--- src/rtl/core/rmfb_pkg.sv ---
// rmfb_pkg: constants, types and byte/CRC helpers for the RS485 motor frame builder.
// Depends on nothing; imported by rmfb_frame_ser, rs485_motor_frame_builder and rmfb_frame_checker.
`default_nettype none

package rmfb_pkg;

  localparam int MOTOR_SLOTS_DEF = 4;

  localparam int SLOT_W  = 2;
  localparam int DRIVE_W = 16;
  localparam int IDX_W   = 4;

  localparam logic [7:0]  HDR_BYTE = 8'h3E;
  localparam logic [7:0]  SEQ_BYTE = 8'h00;
  localparam logic [7:0]  CMD_BYTE = 8'h55;
  localparam logic [7:0]  LEN_BYTE = 8'h04;
  localparam logic [15:0] CRC_INIT = 16'hFFFF;
  localparam logic [15:0] CRC_POLY = 16'hA001;

  // byte positions within the frame
  localparam logic [IDX_W-1:0] IDX_HDR    = 4'd0;
  localparam logic [IDX_W-1:0] IDX_SEQ    = 4'd1;
  localparam logic [IDX_W-1:0] IDX_ID     = 4'd2;
  localparam logic [IDX_W-1:0] IDX_CMD    = 4'd3;
  localparam logic [IDX_W-1:0] IDX_LEN    = 4'd4;
  localparam logic [IDX_W-1:0] IDX_D0     = 4'd5;
  localparam logic [IDX_W-1:0] IDX_D1     = 4'd6;
  localparam logic [IDX_W-1:0] IDX_D2     = 4'd7;
  localparam logic [IDX_W-1:0] IDX_D3     = 4'd8;
  localparam logic [IDX_W-1:0] IDX_CRC_LO = 4'd9;
  localparam logic [IDX_W-1:0] IDX_CRC_HI = 4'd10;

  typedef struct packed {
    logic [SLOT_W-1:0]         slot;
    logic signed [DRIVE_W-1:0] drive;
  } cmd_t;

  // one byte of CRC-16/MODBUS, LSB first
  function automatic logic [15:0] crc_byte(input logic [15:0] crc, input logic [7:0] b);
    logic [15:0] acc;
    acc = crc ^ {8'h00, b};
    for (int i = 0; i < 8; i++) begin
      acc = acc[0] ? ((acc >> 1) ^ CRC_POLY) : (acc >> 1);
    end
    return acc;
  endfunction

  function automatic logic [7:0] frame_byte_at(
    input logic [IDX_W-1:0]   idx,
    input logic [SLOT_W-1:0]  slot,
    input logic [DRIVE_W-1:0] drive,
    input logic [15:0]        crc
  );
    logic [7:0] b;
    case (idx)
      IDX_HDR:    b = HDR_BYTE;
      IDX_SEQ:    b = SEQ_BYTE;
      IDX_ID:     b = {{(8-SLOT_W){1'b0}}, slot} + 8'd1;
      IDX_CMD:    b = CMD_BYTE;
      IDX_LEN:    b = LEN_BYTE;
      IDX_D0:     b = drive[7:0];
      IDX_D1:     b = drive[15:8];
      IDX_D2:     b = {8{drive[15]}};
      IDX_D3:     b = {8{drive[15]}};
      IDX_CRC_LO: b = crc[7:0];
      IDX_CRC_HI: b = crc[15:8];
      default:    b = 8'h00;
    endcase
    return b;
  endfunction

endpackage

`default_nettype wire

--- src/rtl/core/rmfb_frame_ser.sv ---
// rmfb_frame_ser: frame serializer with registered byte output and running CRC.
// Depends on rmfb_pkg (cmd_t, byte positions, crc_byte, frame_byte_at).
`default_nettype none

module rmfb_frame_ser (
  input  wire logic          clk,
  input  wire logic          rst,
  input  wire logic          cmd_valid,
  input  wire rmfb_pkg::cmd_t cmd,
  output logic               cmd_take,
  output logic               byte_valid,
  input  wire logic          byte_ready,
  output logic [7:0]         byte_data,
  output logic               byte_last
);
  import rmfb_pkg::*;

  logic                      busy;
  logic [IDX_W-1:0]          idx;
  logic [IDX_W-1:0]          idx_next;
  logic [SLOT_W-1:0]         slot;
  logic [DRIVE_W-1:0]        drive;
  logic [15:0]               crc;
  logic [15:0]               crc_next;
  logic [7:0]                out_byte;
  logic [7:0]                byte_next;
  logic                      last;
  logic [SLOT_W-1:0]         sel_slot;
  logic [DRIVE_W-1:0]        sel_drive;
  logic [15:0]               sel_crc;
  logic                      fire;
  logic                      done;
  logic                      advance;

  assign fire     = busy && byte_ready;
  assign done     = fire && (idx == IDX_CRC_HI);
  assign advance  = fire && !done;
  assign cmd_take = cmd_valid && (!busy || done);

  always_comb begin
    sel_slot  = cmd_take ? cmd.slot : slot;
    sel_drive = cmd_take ? cmd.drive : drive;
    sel_crc   = cmd_take ? CRC_INIT : crc;
    idx_next  = cmd_take ? IDX_HDR : idx + 4'd1;
    byte_next = frame_byte_at(idx_next, sel_slot, sel_drive, sel_crc);
    // CRC covers header through last drive byte
    crc_next  = (idx_next <= IDX_D3) ? crc_byte(sel_crc, byte_next) : sel_crc;
  end

  always_ff @(posedge clk) begin
    if (rst) begin
      busy <= 1'b0;
      idx  <= IDX_HDR;
      last <= 1'b0;
    end else if (cmd_take || advance) begin
      busy <= 1'b1;
      idx  <= idx_next;
      last <= (idx_next == IDX_CRC_HI);
    end else if (done) begin
      busy <= 1'b0;
      last <= 1'b0;
    end
  end

  always_ff @(posedge clk) begin
    if (cmd_take || advance) begin
      slot     <= sel_slot;
      drive    <= sel_drive;
      crc      <= crc_next;
      out_byte <= byte_next;
    end
  end

  assign byte_valid = busy;
  assign byte_data  = out_byte;
  assign byte_last  = last;

endmodule

`default_nettype wire

--- src/rtl/core/rs485_motor_frame_builder.sv ---
// rs485_motor_frame_builder: top level, command holding register and frame serializer.
// Depends on rmfb_pkg and rmfb_frame_ser.
//
//   channel  | dir | payload                               | marker
//   s_axis   | in  | tdata[1:0] motor_slot, [17:2] drive   | -
//   m_axis   | out | tdata[7:0] frame_byte                 | tlast = frame_end
//
// Each command gives 11 bytes, one per cycle while m_axis_tready is high;
// the sustained command rate is set by the byte output.
// A holding register takes the next command while the current frame drains,
// so frames follow each other with no idle cycle. Commands with a slot at or
// above MOTOR_SLOTS are taken and dropped. Reset clears both valid flags.
`default_nettype none

module rs485_motor_frame_builder #(
  parameter int MOTOR_SLOTS = rmfb_pkg::MOTOR_SLOTS_DEF
) (
  input  wire logic        clk,
  input  wire logic        rst,
  input  wire logic        s_axis_tvalid,
  output logic             s_axis_tready,
  input  wire logic [23:0] s_axis_tdata,   // [1:0] motor_slot, [17:2] drive_value, rest 0
  output logic             m_axis_tvalid,
  input  wire logic        m_axis_tready,
  output logic [7:0]       m_axis_tdata,   // [7:0] frame_byte
  output logic             m_axis_tlast    // frame_end
);
  import rmfb_pkg::*;

  localparam logic [8:0] SLOT_LIMIT = 9'(MOTOR_SLOTS);

  logic  pend_valid;
  cmd_t  pend;
  cmd_t  in_cmd;
  logic  in_fire;
  logic  slot_ok;
  logic  cmd_take;

  assign in_cmd.slot  = s_axis_tdata[1:0];
  assign in_cmd.drive = s_axis_tdata[17:2];
  assign s_axis_tready = !pend_valid;
  assign in_fire = s_axis_tvalid && s_axis_tready;
  assign slot_ok = ({{(9-SLOT_W){1'b0}}, in_cmd.slot} < SLOT_LIMIT);

  always_ff @(posedge clk) begin
    if (rst) begin
      pend_valid <= 1'b0;
    end else if (in_fire && slot_ok) begin
      pend_valid <= 1'b1;
    end else if (cmd_take) begin
      pend_valid <= 1'b0;
    end
  end

  always_ff @(posedge clk) begin
    if (in_fire) begin
      pend <= in_cmd;
    end
  end

  rmfb_frame_ser u_ser (
    .clk        (clk),
    .rst        (rst),
    .cmd_valid  (pend_valid),
    .cmd        (pend),
    .cmd_take   (cmd_take),
    .byte_valid (m_axis_tvalid),
    .byte_ready (m_axis_tready),
    .byte_data  (m_axis_tdata),
    .byte_last  (m_axis_tlast)
  );

`ifndef SYNTHESIS
  a_idle_after_frame: assert property (@(posedge clk) disable iff (rst)
    (m_axis_tvalid && m_axis_tready && m_axis_tlast && !pend_valid) |=> !m_axis_tvalid)
    else $error("output not idle after last byte with no command waiting");

  a_back_to_back: assert property (@(posedge clk) disable iff (rst)
    (m_axis_tvalid && m_axis_tready && m_axis_tlast && pend_valid)
    |=> (m_axis_tvalid && m_axis_tdata == HDR_BYTE && !pend_valid))
    else $error("waiting command did not start next frame");

  a_drop_bad_slot: assert property (@(posedge clk) disable iff (rst)
    (in_fire && !slot_ok) |=> !pend_valid)
    else $error("out-of-range slot entered holding register");
`endif

endmodule

`default_nettype wire

--- config.mk ---
export PLATFORM = sky130hd
export DESIGN_NAME = rs485_motor_frame_builder
export DESIGN_NICKNAME = d
export VERILOG_FILES = /design/src/rtl/core/rmfb_pkg.sv /design/src/rtl/core/rmfb_frame_ser.sv /design/src/rtl/core/rs485_motor_frame_builder.sv
export SDC_FILE = /design/constraint.sdc
export NUM_CORES = 1
export LEC_CHECK = 0
export ABC_AREA = 1
export BUFFER_PORTS_ARGS = -buffer_cell sky130_fd_sc_hd__buf_4
export CORE_MARGIN = 1
export CORE_UTILIZATION = 45
export CTS_CLUSTER_SIZE = 10
export DETAILED_ROUTE_END_ITERATION = 16
export GPL_ROUTABILITY_DRIVEN = 1
export HOLD_SLACK_MARGIN = 0.03
export PLACE_DENSITY = 0.68
export SYNTH_ARGS = -nofsm -noshare
export SYNTH_HDL_FRONTEND = slang
export SYNTH_SLANG_ARGS = --single-unit
--- constraint.sdc ---
create_clock -name clk -period 7.6 [get_ports clk]
set_input_delay 0 -clock clk [delete_from_list [all_inputs] [get_ports clk]]
set_output_delay 0 -clock clk [all_outputs]
set_load 0.1 [all_outputs]
======== Word-level counts from Yosys, hierarchy flattened ========
Cells that the tools add are included.
Widths: inputs -> output; s select.
operators by class
  eq/ne operators ......................... 10
  reduce and logical (&&, ||, !) cells .... 14
  add/subtract/negate cells ............... 2
  bitwise gates (word level) .............. 9
  multiplexer cells ....................... 19
  order comparisons ....................... 1
operators by type and width
  operator             number
  $mux 16              11
  $pmux 8 s9           1
  $not 2->3            8
  $eq 4x3->1 const B   4
  $eq 4x4->1 const B   4
  $xor 16x8->16        1
  $eq 4x2->1 const B   2
  $logic_and 1x1->1    5
  $mux 1               5
  $add 4x1->4 const B  1
  $le 4x4->1 const B   1
  $logic_not 4->1      1
  $mux 4               1
  $reduce_bool 2->1    2
  $add 2x1->3 const B  1
  $logic_not 1->1      3
  $logic_or 1x1->1     2
  $mux 2               1
  $reduce_or 2->1      1
word-level totals
  logic and storage cells ................. 65
  output and inout bits ................... 11
  register bits ........................... 67
  input bits .............................. 28

======== Logic depth before layout (Yosys ltp) ========
  depth after elaboration ................. 26
  depth in mapped cells ................... 25

======== Hierarchy ========
A second synthesis with hierarchy kept.
unflattened totals
  cell total of the unflattened synthesis .. 420
  area, all modules ....................... 3674.8 um^2
by module, submodules not included
  module                     instances  area each (um^2)  cells each
  rmfb_frame_ser             1          3084.2            395
  rs485_motor_frame_builder  1          590.6             25

======== Worst setup path before layout ========
OpenSTA, ideal clock, no wires.
  kind .................................... reg2reg
  start point ............................. register u_ser.busy, in the netlist u_ser.byte_valid
  end point ............................... register u_ser.crc[0], data pin
  arrival ................................. 2849 ps
  buffers on the path ..................... 2
  period minus slack after synthesis ...... 3102 ps
  library setup time ...................... 252 ps
  setup slack ............................. 4498 ps
  stages on the path, launching flop included .. 22
  path through ............................ dfxtp_1 > nand2_4 > nand2_8 > buf_8 > buf_4 > nand2_1 > nand2_1 > ha_1 > nand3_1 > nand2_1 > nor2_4 > nand2_2 > nand2_1 > nand2_2 > nand2_1 > nand2_2 > nand2_1 > nand3_1 > nand3_2 > nand2_1 > nand2_1 > nand2_1
on the way
  elaborated cells between the ends (all ways) .. 41
  classes of those cells .................. 1 x add/sub; 1 x order compare; 9 x eq/ne; 14 x mux; 9 x bitwise; 7 x reduce/logical
RTL lines
  what                        RTL line              text
  start, declared             rmfb_frame_ser.sv:18  logic busy;
  start signal, assigned      rmfb_frame_ser.sv:52  busy <= 1'b0;
  start signal, assigned      rmfb_frame_ser.sv:56  busy <= 1'b1;
  start signal, assigned      rmfb_frame_ser.sv:60  busy <= 1'b0;
  $logic_and 1x1->1           rmfb_frame_ser.sv:35  assign fire = busy && byte_ready;
  $logic_and 1x1->1           rmfb_frame_ser.sv:36  assign done = fire && (idx == IDX_CRC_HI);
  $logic_or 1x1->1 *          rmfb_frame_ser.sv:38  assign cmd_take = cmd_valid && (!busy || done);
  $logic_and 1x1->1 *         rmfb_frame_ser.sv:38
  $mux 2 *                    rmfb_frame_ser.sv:41  sel_slot = cmd_take ? cmd.slot : slot;
  via u_ser.sel_slot[1]       rmfb_frame_ser.sv:28  logic [SLOT_W-1:0] sel_slot;
  $add 2x1->3 *               rmfb_pkg.sv:58        IDX_ID: b = {{(8-SLOT_W){1'b0}}, slot} + 8'd1;
  $pmux 8 s9 *                rmfb_pkg.sv:55        case (idx)
  via u_ser.byte_next[1]      rmfb_frame_ser.sv:26  logic [7:0] byte_next;
  $xor 16x8->16 *             rmfb_pkg.sv:41        acc = crc ^ {8'h00, b};
  $not 2->3 (no source line)  -
  $mux 16 * (8 in series)     rmfb_pkg.sv:43        acc = acc[0] ? ((acc >> 1) ^ CRC_POLY) : (acc >> 1);
  $mux 16 *                   rmfb_frame_ser.sv:47  crc_next = (idx_next <= IDX_D3) ? crc_byte(sel_crc, byte_next) : sel_crc;
  via u_ser.crc_next[0]       rmfb_frame_ser.sv:24  logic [15:0] crc_next;
  end signal, assigned        rmfb_frame_ser.sv:69  crc <= crc_next;
  end, declared               rmfb_frame_ser.sv:23  logic [15:0] crc;
The timed path passes the listed nets; every way through them passes the cells marked *.
A chain may end at the register's enable or synchronous reset.

======== Worst setup path in the final report ========
  start point ............................. register u_ser.idx[0]
  end point ............................... register u_ser.crc[0], data pin
on the way
  elaborated cells between the ends (all ways) .. 41
  classes of those cells .................. 2 x add/sub; 1 x order compare; 10 x eq/ne; 14 x mux; 9 x bitwise; 5 x reduce/logical
RTL lines
  what                        RTL line              text
  start, declared             rmfb_frame_ser.sv:19  logic [IDX_W-1:0] idx;
  start signal, assigned      rmfb_frame_ser.sv:57  idx <= idx_next;
  $eq 4x4->1 *                rmfb_frame_ser.sv:36
  $logic_and 1x1->1 *         rmfb_frame_ser.sv:36
  $logic_or 1x1->1 *          rmfb_frame_ser.sv:38
  $logic_and 1x1->1 *         rmfb_frame_ser.sv:38
  $mux 2 *                    rmfb_frame_ser.sv:41
  via u_ser.sel_slot[1]       rmfb_frame_ser.sv:28
  $add 2x1->3 *               rmfb_pkg.sv:58
  $pmux 8 s9 *                rmfb_pkg.sv:55
  via u_ser.byte_next[2]      rmfb_frame_ser.sv:26
  $xor 16x8->16 *             rmfb_pkg.sv:41
  $mux 16 *                   rmfb_pkg.sv:43
  $not 2->3 (no source line)  -
  $mux 16 * (7 in series)     rmfb_pkg.sv:43
  $mux 16 *                   rmfb_frame_ser.sv:47
  via u_ser.crc_next[0]       rmfb_frame_ser.sv:24
Marked as above.

==> results.py <==
metrics = {
    "run_status": {
        "status": "completed",
    },
    "pwr": {
        "swShare_pct": 36.2,
        "p_clk_share_pct": 25.0,
        "pwr-share-comb_pct": 33.0,
        "seq_power_share_pct": 42.1,
        "ir_drop_mv": 0.155,
        "leakage_uw": 0.00202,
        "internal_power_uw": 742,
        "switchingPower_uw": 421,
        "power_per_cell_area_nw_per_um2": 261,
    },
    "drt": {
        "ant_nets": 0,
        "num_vias": 2937,
        "route.detailed.drc": 0,
        "finalWirelength_um": 7650,
        "drt-wirelength-per-cell_um": 13.1,
        "dr.first_iter.drc_count": 226,
        "firstDrtPassIters": 4,
        "via_per_inst": 5.02,
    },
    "run": {
        "drv_cap": 0,
    },
    "clock_network": {
        "cts_resized": 0,
        "clock_sinks": 67,
        "clk_latency_ns": 0.34,
        "cts.clk_slew.worst_paths_ns": 0.08,
        "cts_inserted_buffers": 9,
        "root_buffer": "clkbuf_8",
        "h-tree-depth": 3,
        "clk_path_buf_depth": 2,
        "cts_hold_buf": 20,
        "cts_tree": "done",
        "post_cts_buffers": 0,
    },
    "sta": {
        "post-route-period-util_pct": 46.4,
        "hold_viol_final": 0,
        "setup_violations": 0,
        "fmax_mhz": 284,
        "finalClockSkew_ns": 0.00944,
        "rsz0062_at_grt": "no",
        "final.setup.tns_ns": 0,
        "finalCriticalPeriod_ns": 3.53,
        "max_slew_margin_pct": 26.6,
        "final_max_slew_viol_count": 0,
        "worst_slew_pin_slew_ns": 1.10,
    },
    "yosys": {
        "synth_xor_area_share_pct": 1.83,
        "netlist_area_sq_um": 3750,
        "synth_compound_area_share_pct": 6.54,
        "synth_mux_area_share_pct": 0,
        "seq_area_frac_synth_pct": 51.8,
        "ys_warn_count": 0,
        "synthesis.nets": 454,
        "synthDistinctLibCells": 41,
        "synthCells": 423,
        "synth-main-ff-cell": "edfxtp_1",
        "synth_fa_ha_area_share_pct": 1.00,
        "synth_simple_gate_area_share_pct": 32.8,
        "synthArstFlopShare_pct": 0,
        "syn-mean-instance-area_sq_um": 8.87,
        "ys_ff_latch": 67,
        "synth_edf_count": 60,
        "synth_top_family_by_area": "simple AND/OR/NAND/NOR gates",
    },
    "critical_path": {
        "r2r-end": "u_ser.crc[0]$_DFFE_PN_",
        "cp.arrival_ns": 3.63,
        "worstRegToRegCells": 23,
        "required_ns": 7.70,
        "crit_chain": "inv_1, ha_1, nand4_2, nand2_4, nand2_8, inv_4, nand2_1, nand2_1, ha_1, nand3_1, nand2_1, a21oi_2, nand3_1, nand2_1, nand2_2, nand2_1, nand2_1, nand2_1, nand3_1, nand3_2, nand2_1, nand2_1, nand2_1",
        "critPathMaxFanout": 45,
        "cp-end-kind": "register",
        "start_kind": "register",
        "slowest_delay_ns": 0.46,
        "path_buf_inv": 2,
        "r2r_start": "u_ser.idx[0]$_SDFFE_PP0N_",
        "critPathKind": "reg2reg",
        "r2r_slack_ns": 4.07,
        "crit_family": "simple AND/OR/NAND/NOR gates",
        "critPathMostFrequentCell": "nand2_1",
        "crit_slowest_cell": "dfxtp_1",
    },
    "layout": {
        "finalNetCount": 509,
        "final_cells": 585,
        "drive_above_1_share_pct": 21.5,
        "syn2layout_area_growth_pct": 18.7,
        "num-fill-cells": 681,
        "antenna_cells": 0,
    },
    "global_routing": {
        "grt_pass1_wl_um": 13000,
        "grt_overflow": 0,
        "antenna_found_initial": 0,
        "grt_max_degree": 48,
        "grt_usage_pct": 19.4,
        "first_global_vias": 2818,
    },
    "die": {
        "die-area_sq_um": 8710,
        "initial_core_util_pct": 47.6,
        "ios": 39,
        "die_w_um": 93.3,
        "core-area_sq_um": 7890,
        "die_h_um": 93.3,
        "rows": 32,
    },
    "worst_hold_path": {
        "hold_depth": 4,
        "hold_end": "u_ser.byte_last$_SDFFE_PP0P_",
        "min_path_type": "in2reg",
        "hp-start": "m_axis_tready",
    },
    "placement": {
        "gp_congestion": 0.837,
        "dp_hpwl_um": 5220,
        "io_buffers": 32,
        "placed_cells": 549,
    },
}
## Yosys cell counts, types with 2 or more instances
cell type,n,share of area [%]
nand2_1,161,16
edfxtp_1,60,48
inv_1,34,3.4
nand3_1,26,3.5
nor2_1,21,2.1
o21ai_0,14,1.9
nand2_2,13,2.2
a21oi_1,10,1.3
dfxtp_1,7,3.7
inv_2,6,0.60
nand4_1,5,0.83
nor2_4,5,1.5
a21oi_2,4,0.93
nand3_2,4,1.1
nor2_2,4,0.67
xor2_1,4,0.93
clkbuf_1,3,0.30
ha_1,3,1.0
nand2_4,3,0.90
nand3_4,3,1.4
o21ai_1,3,0.40
o21ai_2,3,0.70
a211oi_1,2,0.40
buf_4,2,0.40
buf_6,2,0.60
nand4_2,2,0.67
nor3_1,2,0.27
or2_1,2,0.33
or2_2,2,0.33
xnor2_1,2,0.47
## layer usage
metal	share of wire [%]	GRT usage [%]	vias up
met4	1.8	7.82	0
met1	46	26.0	1343
met2	48	31.0	77
met3	4.7	3.66	17
li1	-	-	1500
met5	0	0	-
## worst max-delay path by stage
stage | slack [ns] | start | depth (start not counted) | endpoint
floorplan | 4.50 | u_ser.byte_valid$_SDFFE_PP0P_ | 21 | u_ser.crc[0]$_DFFE_PN_
global route | 3.78 | u_ser.idx[0]$_SDFFE_PP0N_ | 23 | u_ser.crc[14]$_DFFE_PN_
CTS | 4.10 | u_ser.idx[0]$_SDFFE_PP0N_ | 23 | u_ser.crc[14]$_DFFE_PN_
detailed placement | 4.13 | u_ser.idx[0]$_SDFFE_PP0N_ | 23 | u_ser.crc[14]$_DFFE_PN_
finish | 4.07 | u_ser.idx[0]$_SDFFE_PP0N_ | 23 | u_ser.crc[0]$_DFFE_PN_
global placement | 4.19 | u_ser.idx[0]$_SDFFE_PP0N_ | 23 | u_ser.crc[14]$_DFFE_PN_
## power groups by stage
stage / registers, uW / logic [uW] / clock network (uW)
2_1_floorplan: 539 / 252 / 0
3_3_place_gp: 496 / 360 / 0
3_5_place_dp: 498 / 371 / 0
4_1_cts: 489 / 381 / 298
5_1_grt: 494 / 425 / 313
6_report: 489 / 384 / 290
## cell type report
| cell class | count | area [sq um] | share of cell area [%] |
|---|---|---|---|
| clock buffers | 9 | 124 | 2.78 |
| clock inverters | 7 | 68.8 | 1.54 |
| inverters | 42 | 160 | 3.60 |
| multi-input cells | 305 | 1580 | 35.6 |
| flip-flops and latches | 67 | 1940 | 43.6 |
| well taps | 102 | 128 | 2.87 |
| repair buffers | 53 | 448 | 10.1 |
## cell usage in the layout (no fill, tap or decap), types with 3 or more instances in the layout
master and instances:
nand2_1 160, o21ai_2 3, nand2_4 3, ha_1 3
clkbuf_8 9, edfxtp_1 60, inv_2 6, nor2_2 4
a21oi_2 4, dfxtp_1 7, nand2_2 14, nand3_1 26
o21ai_0 14, xor2_1 4, buf_4 33, nor2_4 5
a21oi_1 10, nand4_1 5, nand3_2 4, inv_1 34
o21ai_1 3, nand3_4 3, dlygate4sd3_1 20, nor2_1 21
## state kept, by name, summed over array words and instances (netlist names), 2 cells and up
name / flops
pend: 18
u_ser.crc: 16
u_ser.drive: 16
u_ser.byte_data: 8
u_ser.idx: 4
u_ser.slot: 2
## worst reg2reg max path: cells and delay by family, from the launching register on
kind | cells | cell delay (ns)
simple gates | 18 | 1.87
flops | 1 | 0.46
fa+ha+maj | 2 | 0.45
buf+inv | 2 | 0.39
compound gates | 1 | 0.12
## metrics by stage
| stage | total power, uW | instance area, sq um | setup WS (ns) | hold slack, ns | utilization (%) |
|---|---|---|---|---|---|
| finish | 1160 | 4450 | 4.07 | 0.0709 | 56.5 |
| global route | 1230 | 4450 | 3.78 | 0.0833 | 56.5 |
| CTS | 1170 | 4450 | 4.10 | 0.0577 | 56.5 |
| detailed placement | 869 | 4060 | 4.13 | 0.179 | 51.5 |
| global placement | 856 | 4060 | 4.19 | 0.178 | 51.5 |
| floorplan | 791 | 3750 | 4.50 | 0.0691 | - |
## cell families (layout without fill, tap and decap cells)
| logic type | count (synthesis) | in the layout |
|---|---|---|
| compound gates | 39 | 39 |
| xor+xnor | 7 | 7 |
| fa+ha+maj | 3 | 3 |
| buf+inv | 51 | 111 |
| flops | 67 | 67 |
| simple gates | 256 | 256 |
Power figures use the tool's default switching activity.
